$ cat config.mk
export PLATFORM = sky130hd
export DESIGN_NAME = drt_front
export DESIGN_NICKNAME = d
export VERILOG_FILES = /design/src/drt_pkg.sv /design/src/drt_front.sv
export SDC_FILE = /design/constraint.sdc
export NUM_CORES = 1
export LEC_CHECK = 0
export BUFFER_PORTS_ARGS = -buffer_cell sky130_fd_sc_hd__buf_2
export CAP_MARGIN = 20
export CORE_UTILIZATION = 60
export CTS_CLUSTER_SIZE = 25
export DETAILED_ROUTE_END_ITERATION = 12
export HOLD_SLACK_MARGIN = 0.08
export PLACE_DENSITY = 0.82
export RECOVER_POWER = 50
export SYNTH_ARGS = -nofsm -noshare
export SYNTH_HDL_FRONTEND = slang
export SYNTH_SLANG_ARGS = --single-unit
$ cat constraint.sdc
create_clock -name clock -period 9.9 [get_ports clock]
set_input_delay 1.485 -clock clock [delete_from_list [all_inputs] [get_ports clock]]
set_output_delay 1.485 -clock clock [all_outputs]
set_load 0.03 [all_outputs]
$ cat src/drt_pkg.sv
package drt_pkg;

   localparam int DEPTH_DEFAULT = 16;
   localparam int VW   = 13;             // millivolt width
   localparam int FW   = 20;             // fixed resistor width
   localparam int RW   = 32;             // resistance width
   localparam int AGW  = 16;             // angle width
   localparam int NUMW = FW + VW;        // divider numerator width
   localparam int DQW  = 50;             // shared divider dividend/quotient width
   localparam int CNTW = 6;
   localparam int DIV1_STEPS = NUMW;
   localparam int DIV2_STEPS = DQW;
   localparam int CSR_IW = 4;
   localparam int CSR_DW = 32;

   typedef enum logic [CSR_IW-1:0] {
      CSR_VREF       = 4'd0,
      CSR_FIXED      = 4'd1,
      CSR_HIGH_SIDE  = 4'd2,
      CSR_TABLE_SIZE = 4'd3
   } csr_index_type;

   typedef enum logic [1:0] {
      KIND_LOAD,
      KIND_RAIL,
      KIND_CONVERT
   } kind_type;

   typedef struct packed {
      kind_type               kind;
      logic [NUMW-1:0]        num;
      logic [VW-1:0]          den;
      logic [3:0]             index;
      logic [RW-1:0]          pres;
      logic signed [AGW-1:0]  pang;
   } cmd_type;

   typedef struct packed {
      logic [VW-1:0] vref_mv;
      logic [FW-1:0] fixed_ohms;
      logic          high_side;
   } conv_cfg_type;

   typedef struct packed {
      logic [RW-1:0]         res;
      logic signed [AGW-1:0] ang;
   } point_type;

   typedef enum logic [2:0] {
      ST_IDLE,
      ST_DIV,
      ST_WALK_RD,
      ST_WALK_CHK,
      ST_MUL,
      ST_SUM,
      ST_DONE
   } state_type;

endpackage

$ cat src/drt_front.sv
module drt_front
   import drt_pkg::*;
(
   input  logic                  clock,
   input  logic                  reset,
   input  conv_cfg_type          cfg,
   input  logic                  push,
   output logic                  full,
   input  logic                  mode,
   input  logic [VW-1:0]         voltage_mv,
   input  logic [3:0]            entry_index,
   input  logic [RW-1:0]         entry_resistance,
   input  logic signed [AGW-1:0] entry_angle,
   output logic                  cmd_valid,
   output cmd_type               cmd,
   input  logic                  cmd_pop
);

   cmd_type       ent_ff [2];
   logic          wr_ptr_ff, wr_ptr_in;
   logic          rd_ptr_ff, rd_ptr_in;
   logic [1:0]    count_ff, count_in;
   cmd_type       cmd_new;
   logic [VW-1:0] diff;
   logic [VW-1:0] mul_v;
   logic          rail;
   logic          do_push;

   // classify and precompute the divider operands
   always_comb begin
      diff  = cfg.vref_mv - voltage_mv;
      rail  = (voltage_mv <= VW'(1)) ||
              ({1'b0, voltage_mv} + 14'd1 >= {1'b0, cfg.vref_mv});
      mul_v = cfg.high_side ? voltage_mv : diff;
      cmd_new.num   = NUMW'(cfg.fixed_ohms) * NUMW'(mul_v);
      cmd_new.den   = cfg.high_side ? diff : voltage_mv;
      cmd_new.index = entry_index;
      cmd_new.pres  = entry_resistance;
      cmd_new.pang  = entry_angle;
      if (mode) begin
         cmd_new.kind = KIND_LOAD;
      end else if (rail) begin
         cmd_new.kind = KIND_RAIL;
      end else begin
         cmd_new.kind = KIND_CONVERT;
      end
   end

   assign full      = (count_ff == 2'd2);
   assign do_push   = push && !full;
   assign cmd_valid = (count_ff != 2'd0);
   assign cmd       = ent_ff[rd_ptr_ff];

   always_comb begin
      wr_ptr_in = do_push ? !wr_ptr_ff : wr_ptr_ff;
      rd_ptr_in = cmd_pop ? !rd_ptr_ff : rd_ptr_ff;
      count_in  = count_ff + 2'(do_push) - 2'(cmd_pop);
   end

   always_ff @(posedge clock) begin
      if (reset) begin
         wr_ptr_ff <= 1'b0;
         rd_ptr_ff <= 1'b0;
         count_ff  <= 2'd0;
      end else begin
         wr_ptr_ff <= wr_ptr_in;
         rd_ptr_ff <= rd_ptr_in;
         count_ff  <= count_in;
      end
   end

   always_ff @(posedge clock) begin
      if (do_push) begin
         ent_ff[wr_ptr_ff] <= cmd_new;
      end
   end

endmodule

==> results.toml, run 1 <==
[setup_path]
critPathMaxStageDelay_ns = 0.68
cp_max_fo = 11
path_common_cell = "fa_1"
endpoint_kind = "flip-flop"
critPathTopFamily = "adder cells"
cp_slowest_cell = "o31ai_2"
arrival_ns = 8.75
startpoint_type = "primary input"
crit_type = "primary input to flip-flop"
cp.required_ns = 10.12
path_buf_inv = 6

[cts]
cts_tree = "yes"
cts.reportedPaths.clkPinSlew_ns = 0.07
cts_resized = 0
cts_setup_buffers = 0
cts_buffers = 20
cts.sinks = 205
clock_path_buffers = 3
cts_root_buf = "clkbuf_16"
hold_buffers = 0
insertion_delay_ns = 0.49
cts_htree_levels = 1

[yosys]
ys_warn_count = 0
synth_top_cell_by_area = "edfxtp_1"
synthFlopType = "edfxtp_1"
avgSynthCellArea_um2 = 11.2
synth_cells = 1538
synth_nets = 1948
synth_edf_count = 200
syn-cell-area_mm2 = 0.0172
synth_area_leaders = "edfxtp_1 35%, fa_1 23%, ha_1 7.8%"
synthArstFlopShare_pct = 0
ys_ff_latch = 205
yosysTopAreaCellShare_pct = 35.0
synth_cell_types = 64
yosysSeqAreaShare_pct = 35.6

[sta]
layout_min_cycle_time_ns = 8.52
finalSetupViolCount = 0
timing.final.crit_share_pct = 86.1
rsz0062_at_grt = "no"
max_freq_ghz = 0.117
slew_headroom_pct = -156
fin_setup_tns_ns = 0
finalMaxSlewViolations = 139
skew_ns = 0.0152
worst_slew_pin_slew_ns = 3.84
hold_viol = 0

[floorplanning]
ioPinCount = 206
start_util_pct = 61.4
die_area_mm2 = 0.0293
die_y_um = 171
core_mm2 = 0.0279
die_w_um = 171
rows = 61

[routing]
vias = 11800
viasPerCell = 5.60
routed_wirelength_mm = 36.6
dr.pass1.iters = 5
drt_iter0_markers = 758
postRouteAntennaNets = 0
routedWlPerCell_um = 17.4
drc = 0

[global_routing]
grt_pass1_vias = 12600
grt_max_degree = 67
grt-ovfl-total = 0
antenna_found_initial = 2
grt_first_pass_wirelength_mm = 60.5
grt.total_usage_pct = 26.3

[layout]
seqCellArea_mm2 = 0.00611
layout-drive-gt1-share_pct = 19.3
area_delta_synth_final_pct = 11.2
num-fill-cells = 2061
nets = 2120
multi_input_area_mm2 = 0.00982

[run]
cap_violations = 3

[run_status]
violations = "capacitance limit, slew limit"
status = "complete, but fails checks"

[placed_design]
portBuffers = 205
hpwl_mm = 27.3
gp_congestion = 0.911

[worst_hold_path]
hold_path_class = "flip-flop to flip-flop"
cell usage after synthesis (all sizes together) (6+ instances only):
library cell and number:
mux2i 9, nand2 208, a21oi 36, nand2b 8, ha 107, fa 199, clkbuf 58, inv 262
xnor2 31, nor2b 7, nand3 15, xor2 18, o21bai 6, buf 9, nor2 33, mux2 102
a21o 15, o21ai 39, a31oi 7, and2 91, nand4 6, edfxtp 200
layout by cell type (no fill, tap or decap), drive strengths merged, types with 3 or more instances in the layout:
cell and instances:
a211oi 4, a21boi 5, a21o 15, a21oi 36, a221oi 3, a31oi 7
and2 91, and3 5, buf 185, clkbuf 55, clkinv 12, dfxtp 5
edfxtp 200, fa 199, ha 107, inv 263, mux2 102, mux2i 9
nand2 208, nand2b 8, nand3 15, nand4 6, nor2 33, nor2b 7
nor3 4, nor4 3, o211ai 5, o21a 4, o21ai 39, o21bai 6
or3 3, xnor2 31, xor2 18
sequential cells by signal, summed over array words and instances (netlist names), named ones only:
signal     flops
rd_ptr_ff      1
wr_ptr_ff      1
count_ff       2
ent_ff       200
worst paths after layout:
check / startpoint / endpoint / slack, ns / depth (start not counted)
max: voltage_mv[1] / ent_ff[1][97] / 1.38 / 27
min reg2reg: rd_ptr_ff / rd_ptr_ff / 0.53 / 2
min: rd_ptr_ff / rd_ptr_ff / 0.53 / 2
max reg2reg: count_ff[0] / ent_ff[1][84] / 4.64 / 3
kinds of logic after synthesis:
kind of cell	synth area share, %
buffers and inverters	7.35
DFF	35.6
muxes	7.22
and+or+nand+nor	10.8
xor gates and xnor gates	2.50
adders and majority gates	31.0
AOI/OAI and AO/OA	5.53
area by class of cell:
class	count	area share [%]
clock inverter	13	0.459
sequential	205	32.0
timing repair buffer	217	5.61
inverter	263	5.17
tap	378	2.48
antenna	2	0.0262
multi-input combinational	1003	51.4
clock buffer	23	2.79
per-layer routing:
metal | track usage (%) | part of all wire, % | vias to the layer above
li1 | - | - | 5354
met1 | 32.5 | 39 | 5872
met2 | 47.1 | 51 | 473
met3 | 3.91 | 7.0 | 78
met4 | 8.81 | 2.8 | 0
met5 | 0 | 0 | -
tightest hold or removal path: cells and delay by family (launching register included):
| kind | cells | cell delay (ns) |
|---|---|---|
| flip-flops | 1 | 0.33 |
| XOR/XNOR | 1 | 0.09 |
| AND/OR/NAND/NOR | 1 | 0.08 |
through the flow:
stage / cell area, um2 / setup slack (ns) / cells / utilization, % / hold slack [ns]
global placement: 18500 / 1.41 / 2066 / 66.3 / 0.490
detailed placement: 18500 / 1.18 / 2066 / 66.3 / 0.517
floorplan: 17200 / 2.03 / 1538 / - / 0.480
global route: 19100 / 0.891 / 2104 / 68.3 / 0.593
finish: 19100 / 1.38 / 2104 / 68.3 / 0.533
CTS: 19100 / 1.70 / 2102 / 68.5 / 0.539
Power of run 1 is left out: the tool's default activity adds up to more than one toggle a clock period on the data nets, which glitch-free logic cannot reach.
==> run 2: changes to the inputs <==
Settings changed: REMOVE_ABC_BUFFERS from default to 1.
==> run 2 against run 1 <==
Compared with the run above: the run still ends with capacitance limit, slew limit left; global-route usage fell by 1.2 points; non-clock buffer count rose by 1; critical path depth fell by 4; final cell count barely moved; routed wire length fell by 3.7%; highest routed layer unchanged.
==> results.toml, run 2 (synthesis results as in run 1) <==
[routing]
drt_iter0_markers = 743
postRouteAntennaNets = 0
vias = 11700
routedWlPerCell_um = 16.8
drc = 0
dr.pass1.iters = 5
viasPerCell = 5.54
routed_wirelength_mm = 35.3

[layout]
diodes = 0
final_area_mm2 = 0.0191
reg.largest.list = "ent_ff (200), count_ff (2)"
fin_cells = 2105
layout_commonest_cell = "inv_1"
largest_reg_flops = 200
layout-drive-gt1-share_pct = 19.5
most-common-layout-cells = "262 x inv_1, 208 x nand2_1, 200 x edfxtp_1"
final_util_pct = 68.4
top_register = "ent_ff"
area_delta_synth_final_pct = 11.3
nets = 2122

[cts]
hold_buffers = 0
cts_root_buf = "clkbuf_16"
cts_resized = 0
cts.reportedPaths.clkPinSlew_ns = 0.06
cts.sinks = 205
cts_tree = "yes"
clock_path_buffers = 3
cts_buffers = 21
cts_htree_levels = 1
insertion_delay_ns = 0.50
cts_setup_buffers = 0

[floorplanning]
die_w_um = 171
rows = 61
core_mm2 = 0.0279
die_area_mm2 = 0.0293
die_y_um = 171
start_util_pct = 61.4
ioPinCount = 206

[setup_path]
endpoint_kind = "flip-flop"
crit_type = "primary input to flip-flop"
arrival_ns = 8.46
worstRegToRegCells = 3
cp_max_fo = 20
startpoint_type = "primary input"
cp.required_ns = 10.12

[global_routing]
grt.total_usage_pct = 25.1
grt_first_pass_wirelength_mm = 58.0
grt_max_degree = 70
grt_pass1_vias = 12100
antenna_found_initial = 0
grt-ovfl-total = 0

[placed_design]
hpwl_mm = 26.7
placed_cell_area_mm2 = 0.0185
post-place-cells = 2067
portBuffers = 205
gp_congestion = 0.892

[sta]
layout_min_cycle_time_ns = 8.24
rsz0062_at_grt = "no"
fin_setup_tns_ns = 0
max_freq_ghz = 0.121
finalMaxSlewViolations = 136
timing.final.crit_share_pct = 83.2
skew_ns = 0.0152
slew_headroom_pct = -148
worst_slew_pin_slew_ns = 3.73
finalSetupViolCount = 0
hold_viol = 0

[worst_hold_path]
hold_path_class = "flip-flop to flip-flop"
holdPathStages = 2

[run]
cap_violations = 3

[run_status]
violations = "capacitance limit, slew limit"
status = "complete, but fails checks"
==> run 2: changes by cell type in the layout (fill, tap and decap cells not counted), sizes merged <==
cell    delta
diode      -2
buf        +6
clkinv     -5
clkbuf     +2
==> run 2: worst max-delay path: stages <==
cell and delay (ns):
clkbuf_1 0.20, ha_1 0.28, fa_1 0.39, nand2b_1 0.18, a21oi_1 0.34, o2111ai_2 0.18
a21oi_1 0.33, nand2b_1 0.18, o21ai_1 0.06, buf_4 0.23, and2_1 0.19, fa_1 0.55
fa_1 0.46, fa_1 0.54, fa_1 0.52, fa_1 0.51, ha_1 0.40, inv_1 0.12
o21ai_0 0.13, o41ai_2 0.42, a21oi_1 0.20, nor4b_1 0.40, a311oi_1 0.12
==> run 2: per-layer routing <==
metal,share of wire (%),vias up,track usage (%)
met5,0,-,0
met4,2.7,0,8.27
met3,6.0,82,2.68
met2,51,402,44.8
met1,40,5817,31.8
li1,-,5359,-
==> run 2: cell type report <==
type	instances	area, um2
multi-input cells	1003	9810
fillers	2108	8820
flip-flops and latches	205	6110
repair buffers	218	1080
inverters	263	987
clock buffers	30	579
well taps	378	473
clock inverters	8	65.1
==> run 2: final timing paths <==
kind	endpoint	from	slack, ns
max	ent_ff[1][90]	voltage_mv[0]	1.66
min	flip-flop	rd_ptr_ff	0.53
max reg2reg	ent_ff[1][18]	count_ff[0]	4.94
min reg2reg	flip-flop	rd_ptr_ff	0.53
==> run 2: stage by stage <==
step | hold WS (ns) | setup slack, ns
finish | 0.528 | 1.66
global route | 0.593 | 1.34
global placement | 0.496 | 1.49
floorplan | 0.480 | 1.60
CTS | 0.524 | 1.81
detailed placement | 0.502 | 1.29
Power of run 2 is left out for the same reason.
