**config.mk**
```make
export PLATFORM = sky130hd
export DESIGN_NAME = drt_back
export DESIGN_NICKNAME = d
export VERILOG_FILES = /design/src/drt_pkg.sv /design/src/drt_back.sv
export SDC_FILE = /design/constraint.sdc
export NUM_CORES = 2
export LEC_CHECK = 0
export ABC_AREA = 1
export BUFFER_PORTS_ARGS = -buffer_cell sky130_fd_sc_hd__buf_2
export CORE_ASPECT_RATIO = 0.7
export CORE_UTILIZATION = 45
export CTS_BUF_LIST = sky130_fd_sc_hd__clkbuf_16
export CTS_CLUSTER_DIAMETER = 200
export CTS_CLUSTER_SIZE = 24
export DETAILED_ROUTE_END_ITERATION = 10
export PLACE_DENSITY_LB_ADDON = 0.2
export SETUP_SLACK_MARGIN = 0.15
export SYNTH_ARGS = -nofsm -noshare
export SYNTH_HDL_FRONTEND = slang
export SYNTH_SLANG_ARGS = --single-unit
```
**constraint.sdc**
```tcl
create_clock -name clock -period 8 [get_ports clock]
set_input_delay 1.2 -clock clock [delete_from_list [all_inputs] [get_ports clock]]
set_output_delay 1.2 -clock clock [all_outputs]
set_load 0.005 [all_outputs]
```
**src/drt_pkg.sv**
```systemverilog
package drt_pkg;

   localparam int DEPTH_DEFAULT = 16;
   localparam int VW   = 13;             // millivolt width
   localparam int FW   = 20;             // fixed resistor width
   localparam int RW   = 32;             // resistance width
   localparam int AGW  = 16;             // angle width
   localparam int NUMW = FW + VW;        // divider numerator width
   localparam int DQW  = 50;             // shared divider dividend/quotient width
   localparam int CNTW = 6;
   localparam int DIV1_STEPS = NUMW;
   localparam int DIV2_STEPS = DQW;
   localparam int CSR_IW = 4;
   localparam int CSR_DW = 32;

   typedef enum logic [CSR_IW-1:0] {
      CSR_VREF       = 4'd0,
      CSR_FIXED      = 4'd1,
      CSR_HIGH_SIDE  = 4'd2,
      CSR_TABLE_SIZE = 4'd3
   } csr_index_type;

   typedef enum logic [1:0] {
      KIND_LOAD,
      KIND_RAIL,
      KIND_CONVERT
   } kind_type;

   typedef struct packed {
      kind_type               kind;
      logic [NUMW-1:0]        num;
      logic [VW-1:0]          den;
      logic [3:0]             index;
      logic [RW-1:0]          pres;
      logic signed [AGW-1:0]  pang;
   } cmd_type;

   typedef struct packed {
      logic [VW-1:0] vref_mv;
      logic [FW-1:0] fixed_ohms;
      logic          high_side;
   } conv_cfg_type;

   typedef struct packed {
      logic [RW-1:0]         res;
      logic signed [AGW-1:0] ang;
   } point_type;

   typedef enum logic [2:0] {
      ST_IDLE,
      ST_DIV,
      ST_WALK_RD,
      ST_WALK_CHK,
      ST_MUL,
      ST_SUM,
      ST_DONE
   } state_type;

endpackage

```
**src/drt_back.sv**
```systemverilog
module drt_back
   import drt_pkg::*;
#(
   parameter int TABLE_DEPTH = DEPTH_DEFAULT
)(
   input  logic                  clock,
   input  logic                  reset,
   input  logic [4:0]            table_size,
   input  logic                  cmd_valid,
   input  cmd_type               cmd,
   output logic                  cmd_pop,
   output logic                  rsp_empty,
   input  logic                  rsp_pop,
   output logic [RW-1:0]         rsp_resistance_ohms,
   output logic                  rsp_reading_valid,
   output logic signed [AGW-1:0] rsp_angle_centideg
);

   localparam int AW = (TABLE_DEPTH > 1) ? $clog2(TABLE_DEPTH) : 1;
   localparam int CW = $clog2(TABLE_DEPTH + 1);

   point_type             mem [TABLE_DEPTH];
   point_type             rd_ff;

   state_type             state_ff, state_in;
   logic [DQW-1:0]        dq_ff;
   logic [RW-1:0]         rem_ff;
   logic [RW-1:0]         dvs_ff;
   logic [CNTW-1:0]       cnt_ff;
   logic                  phase_ff;
   logic                  neg_ff;
   logic [RW-1:0]         r_ff;
   logic                  rdv_ff;
   logic signed [AGW-1:0] ang_ff;
   logic [CW-1:0]         idx_ff;
   logic [RW-1:0]         r0_ff, r1_ff;
   logic signed [AGW-1:0] a0_ff, a1_ff;
   logic signed [48:0]    p1_ff;
   logic signed [49:0]    p2_ff;

   logic                  out_valid_ff;
   logic [RW-1:0]         out_res_ff;
   logic                  out_rdv_ff;
   logic signed [AGW-1:0] out_ang_ff;

   logic [CW-1:0]         n_pts;
   logic                  slot_free;
   logic                  mem_we;
   logic                  out_load;
   logic [RW:0]           trial;
   logic                  q_bit;
   logic [RW-1:0]         rem_next;
   logic [RW-1:0]         span;
   logic [RW-1:0]         r_offset;
   logic signed [16:0]    dang;
   logic signed [50:0]    numer;
   logic [50:0]           mag;
   logic [AGW-1:0]        q16;
   logic                  hit;

   assign n_pts     = (32'(table_size) > TABLE_DEPTH) ? CW'(TABLE_DEPTH) : CW'(table_size);
   assign slot_free = !out_valid_ff || rsp_pop;
   assign hit       = (r_ff <= rd_ff.res);

   // one restoring step of the shared divider
   always_comb begin
      trial    = {rem_ff, dq_ff[DQW-1]};
      q_bit    = (trial >= {1'b0, dvs_ff});
      rem_next = q_bit ? RW'(trial - {1'b0, dvs_ff}) : trial[RW-1:0];
   end

   always_comb begin
      span     = r1_ff - r0_ff;
      r_offset = r_ff - r0_ff;
      dang     = {a1_ff[AGW-1], a1_ff} - {a0_ff[AGW-1], a0_ff};
      numer    = {{2{p1_ff[48]}}, p1_ff} + {p2_ff[49], p2_ff};
      mag      = numer[50] ? 51'(-numer) : 51'(numer);
      q16      = dq_ff[AGW-1:0];
   end

   // next state
   always_comb begin
      state_in = state_ff;
      case (state_ff)
         ST_IDLE: begin
            if (cmd_valid) begin
               case (cmd.kind)
                  KIND_RAIL:    state_in = ST_DONE;
                  KIND_CONVERT: state_in = ST_DIV;
                  default:      state_in = ST_IDLE;
               endcase
            end
         end
         ST_DIV: begin
            if (cnt_ff == '0) begin
               if (phase_ff || n_pts == '0) begin
                  state_in = ST_DONE;
               end else begin
                  state_in = ST_WALK_RD;
               end
            end
         end
         ST_WALK_RD:  state_in = ST_WALK_CHK;
         ST_WALK_CHK: begin
            if (hit) begin
               if (idx_ff == '0 || rd_ff.res <= r0_ff) begin
                  state_in = ST_DONE;
               end else begin
                  state_in = ST_MUL;
               end
            end else if (idx_ff + CW'(1) == n_pts) begin
               state_in = ST_DONE;
            end else begin
               state_in = ST_WALK_RD;
            end
         end
         ST_MUL:  state_in = ST_SUM;
         ST_SUM:  state_in = ST_DIV;
         ST_DONE: begin
            if (slot_free) begin
               state_in = ST_IDLE;
            end
         end
         default: state_in = ST_IDLE;
      endcase
   end

   // control strobes
   always_comb begin
      cmd_pop  = (state_ff == ST_IDLE) && cmd_valid;
      mem_we   = cmd_pop && (cmd.kind == KIND_LOAD) && (32'(cmd.index) < TABLE_DEPTH);
      out_load = (state_ff == ST_DONE) && slot_free;
   end

   always_ff @(posedge clock) begin
      if (reset) begin
         state_ff     <= ST_IDLE;
         out_valid_ff <= 1'b0;
      end else begin
         state_ff <= state_in;
         if (out_load) begin
            out_valid_ff <= 1'b1;
         end else if (rsp_pop) begin
            out_valid_ff <= 1'b0;
         end
      end
   end

   // calibration store
   always_ff @(posedge clock) begin
      if (mem_we) begin
         mem[AW'(cmd.index)] <= '{res: cmd.pres, ang: cmd.pang};
      end
      rd_ff <= mem[idx_ff[AW-1:0]];
   end

   always_ff @(posedge clock) begin
      case (state_ff)
         ST_IDLE: begin
            r_ff   <= '0;
            rdv_ff <= 1'b0;
            ang_ff <= '0;
            dq_ff  <= {cmd.num, (DQW - NUMW)'(0)};
            rem_ff <= '0;
            dvs_ff <= RW'(cmd.den);
            cnt_ff <= CNTW'(DIV1_STEPS);
            phase_ff <= 1'b0;
            idx_ff <= '0;
         end
         ST_DIV: begin
            if (cnt_ff != '0) begin
               dq_ff  <= {dq_ff[DQW-2:0], q_bit};
               rem_ff <= rem_next;
               cnt_ff <= cnt_ff - CNTW'(1);
            end else if (!phase_ff) begin
               r_ff   <= dq_ff[NUMW-1] ? '1 : dq_ff[RW-1:0];
               rdv_ff <= 1'b1;
            end else begin
               ang_ff <= neg_ff ? AGW'(-q16) : q16;
            end
         end
         ST_WALK_CHK: begin
            if (hit) begin
               ang_ff <= rd_ff.ang;
               r1_ff  <= rd_ff.res;
               a1_ff  <= rd_ff.ang;
            end else begin
               ang_ff <= rd_ff.ang;
               r0_ff  <= rd_ff.res;
               a0_ff  <= rd_ff.ang;
               idx_ff <= idx_ff + CW'(1);
            end
         end
         ST_MUL: begin
            p1_ff <= a0_ff * $signed({1'b0, span});
            p2_ff <= $signed({1'b0, r_offset}) * dang;
         end
         ST_SUM: begin
            neg_ff   <= numer[50];
            dq_ff    <= mag[DQW-1:0];
            rem_ff   <= '0;
            dvs_ff   <= span;
            cnt_ff   <= CNTW'(DIV2_STEPS);
            phase_ff <= 1'b1;
         end
         default: begin
         end
      endcase
      if (out_load) begin
         out_res_ff <= r_ff;
         out_rdv_ff <= rdv_ff;
         out_ang_ff <= ang_ff;
      end
   end

   assign rsp_empty           = !out_valid_ff;
   assign rsp_resistance_ohms = out_res_ff;
   assign rsp_reading_valid   = out_rdv_ff;
   assign rsp_angle_centideg  = out_ang_ff;

   a_div_runs: assert property (@(posedge clock) disable iff (reset)
      (state_ff == ST_DIV && cnt_ff != '0) |=> state_ff == ST_DIV)
      else $error("divider left before its last step");

   a_read_aligned: assert property (@(posedge clock) disable iff (reset)
      (state_ff == ST_WALK_CHK) |-> $past(state_ff) == ST_WALK_RD)
      else $error("table compare without a fresh read");

   a_interp_bracket: assert property (@(posedge clock) disable iff (reset)
      (state_ff == ST_MUL) |-> (r_ff > r0_ff && r_ff <= r1_ff))
      else $error("interpolation outside its bracket");

endmodule

```
==> run metrics <==
share of layout cells above drive strength 1=between 10% and 20%; number of global-route vias before repair=about 72k; die width=~550 um; Initial Utilization=~45%; mux contribution to synthesized area=0%; Fin Setup TNS=0 ns; global-route usage over all layers=a little over 30%; Avg Inst Size Synth=9.34 um2; Worst Setup Start Kind=flip-flop; Root Driver=clkbuf_16; ranking of synthesized cells by area=edfxtp_1 38%, fa_1 19%, nand2_1 7.3%; RD Place Congestion=around 0.99; share of the synthesized area in the top cell type=between 30% and 40%; crit path DAT=roughly 8.4 ns; WS Path Type=reg -> reg; DRC viols=6; post-synth cell types=64; Routed Antenna Nets=0; post-route clock period utilization=98.2%; post-synthesis adder-cell area fraction=25.9%; main combinational cell family by area after synthesis=adder cells; Seq cells post-synth=about 1.2k; sequential area share after synthesis=39.3%; dpl cells=13.2k; R2R Setup Slk=0.15 ns; Synth-to-Final Area Change=15.9%; DR vias/cell=5.53; cell family with most CP delay=adder cells; Max Cap Viol=0; Max clock buf depth=3; Synth Instances=between 10k and 15k; Worst path depth=39; Hold WS=~0.43 ns; most frequent cells in the layout=1,725 x nand2_1, 1,670 x inv_1, 1,188 x edfxtp_1; hold path depth=0; Die ar.=0.209 mm2; CTS tree=yes; clk sink count=around 1.2k; Finished Layout Cells=13.5k; global-route wire length before repair=between 400,000 and 500,000 um; largest net degree at the start of global routing=210; Site Rows=~140; hold crit path type=reg -> reg; worst hold path startpoint=ang_ff[1]; ys async rst share=0%; DIE HEIGHT=383 um; HPWL after DPL=245,000 um; Worst Slack Setup Final=roughly 0.15 ns; Port Buffers=~160; routed wire length per instance=24.4 um; critical path data required time=around 8.6 ns; Worst Reg-to-Reg Cells=39; total global routing overflow=0; Post-synth EDFFs=1,188; failing checks=DRC; CTS buffer count=58; commonest non-fill, non-tap cell in the layout=nand2_1; Syn. warnings=0; Synth Net Count=between 10k and 15k; Worst R2R End=p2_ff[39]; min Tclk post-route=7.85 ns; Post-Syn Area=around 0.093 mm2; CP Max Fanout=5; CP max stage delay=around 0.56 ns; leading area contributor after synthesis=edfxtp_1; Synth Area in Simple Gates=16.1%; post-synthesis compound-gate area fraction=8.54%; core footprint=0.206 mm2; worst skew pair latency=0.78 ns; xor and xnor area share after synthesis=~1.6%; I/O pins=160; post-place setup slack=-0.479 ns; CP max-delay cell=fa_2; Worst Setup End Kind=flip-flop; endpoints failing setup=0; Crit Reg-Reg Startpoint=a0_ff[0]; destination of the worst hold path=rsp_angle_centideg[1]; Final Slew Violations=0; FMAX=about 130 MHz; ys flop type=edfxtp_1; fin nets=12.2k; status=finished, violations left; via count=74.5k; Detailed Routing Iterations Pass 1=9; DR iter-0 viols=between 8k and 9k; Clock Skew=~0.097 ns; initial antenna violation count=20; clk slew on worst S/H paths=0.12 ns; final hold viol count=0; Worst slew margin=21.7%; CP Buf/Inv Count=11; RSZ-0062 raised after global routing=yes; H-tree levels=2; slew at the pin closest to its max-slew limit=1.17 ns; total routed wirelength=approximately 330,000 um
-- kinds of logic (layout without fill, tap and decap cells) --
logic type,after synthesis,after routing
AOI/OAI and AO/OA,1399,1399
xor gates and xnor gates,174,174
adders and majority gates,1412,1412
buffers and inverters,2099,2825
DFF,1240,1240
other,0,6
and+or+nand+nor,3677,3677
-- flip-flops by register name, summed over array words and instances, names as in the netlist, 32 cells and up --
register / count
rsp_resistance_ohms: 32
r0_ff: 32
dq_ff: 50
p2_ff: 50
rd_ff: 48
p1_ff: 49
dvs_ff: 32
mem: 768
r1_ff: 32
rem_ff: 32
r_ff: 32
-- repair_timing --
action / 4_1_cts / 5_1_grt
hold buffers: 0 / 0
cloned: 2 / 9
buffers inserted: 31 / 106
endpoints found under the setup margin: 58 / 63
pin swaps: 35 / 289
gates resized for setup: 141 / 673
-- worst max-delay path by stage --
| stage | start | to | slack (ns) |
|---|---|---|---|
| after floorplan | a0_ff[2] | p2_ff[42] | 0.34 |
| after global placement | a0_ff[0] | p2_ff[25] | -0.57 |
| after detailed placement | a0_ff[0] | p2_ff[35] | -0.48 |
| after CTS | r_ff[0] | p2_ff[35] | 0.11 |
| after global routing | r0_ff[2] | p1_ff[45] | -0.13 |
| final | a0_ff[0] | p2_ff[39] | 0.15 |
-- layout make-up --
class	instances	area (um2)
repair buffers	954	7720
well taps	2749	3440
inverters	1760	6700
diodes	6	15.0
clock inverters	52	303
fillers	18800	97300
multi-input cells	6662	51900
clock buffers	58	1450
flip-flops and latches	1240	36700
repair inverters	1	5.00
-- synth_stat cells, drive strengths merged, types with 21 or more instances --
cell / number
a21oi: 402
a31oi: 53
buf: 65
clkbuf: 274
clkinv: 21
dfxtp: 52
edfxtp: 1188
fa: 872
ha: 540
inv: 1739
nand2: 1849
nand3: 344
nand4: 53
nor2: 1266
nor3: 59
o211ai: 46
o21ai: 598
o221ai: 87
o22ai: 125
or2: 74
xnor2: 53
xor2: 121
-- metal layers --
metal / part of all wire, % / global-route usage (%) / wire length [um] / vias to the layer above
met4: 2.2 / 6.42 / 7290 / 10
met3: 11 / 6.38 / 35600 / 327
met5: 0.021 / 0 / 69 / -
met1: 46 / 48.4 / 152000 / 37300
li1: - / - / - / 33600
met2: 41 / 43.6 / 133000 / 3310
-- per-stage QoR --
stage	utilization [%]	instance area [um2]
6_report	52.7	108000
5_1_grt	52.7	108000
4_1_cts	50.8	105000
3_5_place_dp	49.5	102000
3_3_place_gp	49.5	102000
2_1_floorplan	-	93400
Power is not shown: default switching activity piles up to over one toggle a cycle in this logic, so the estimate is an artifact.
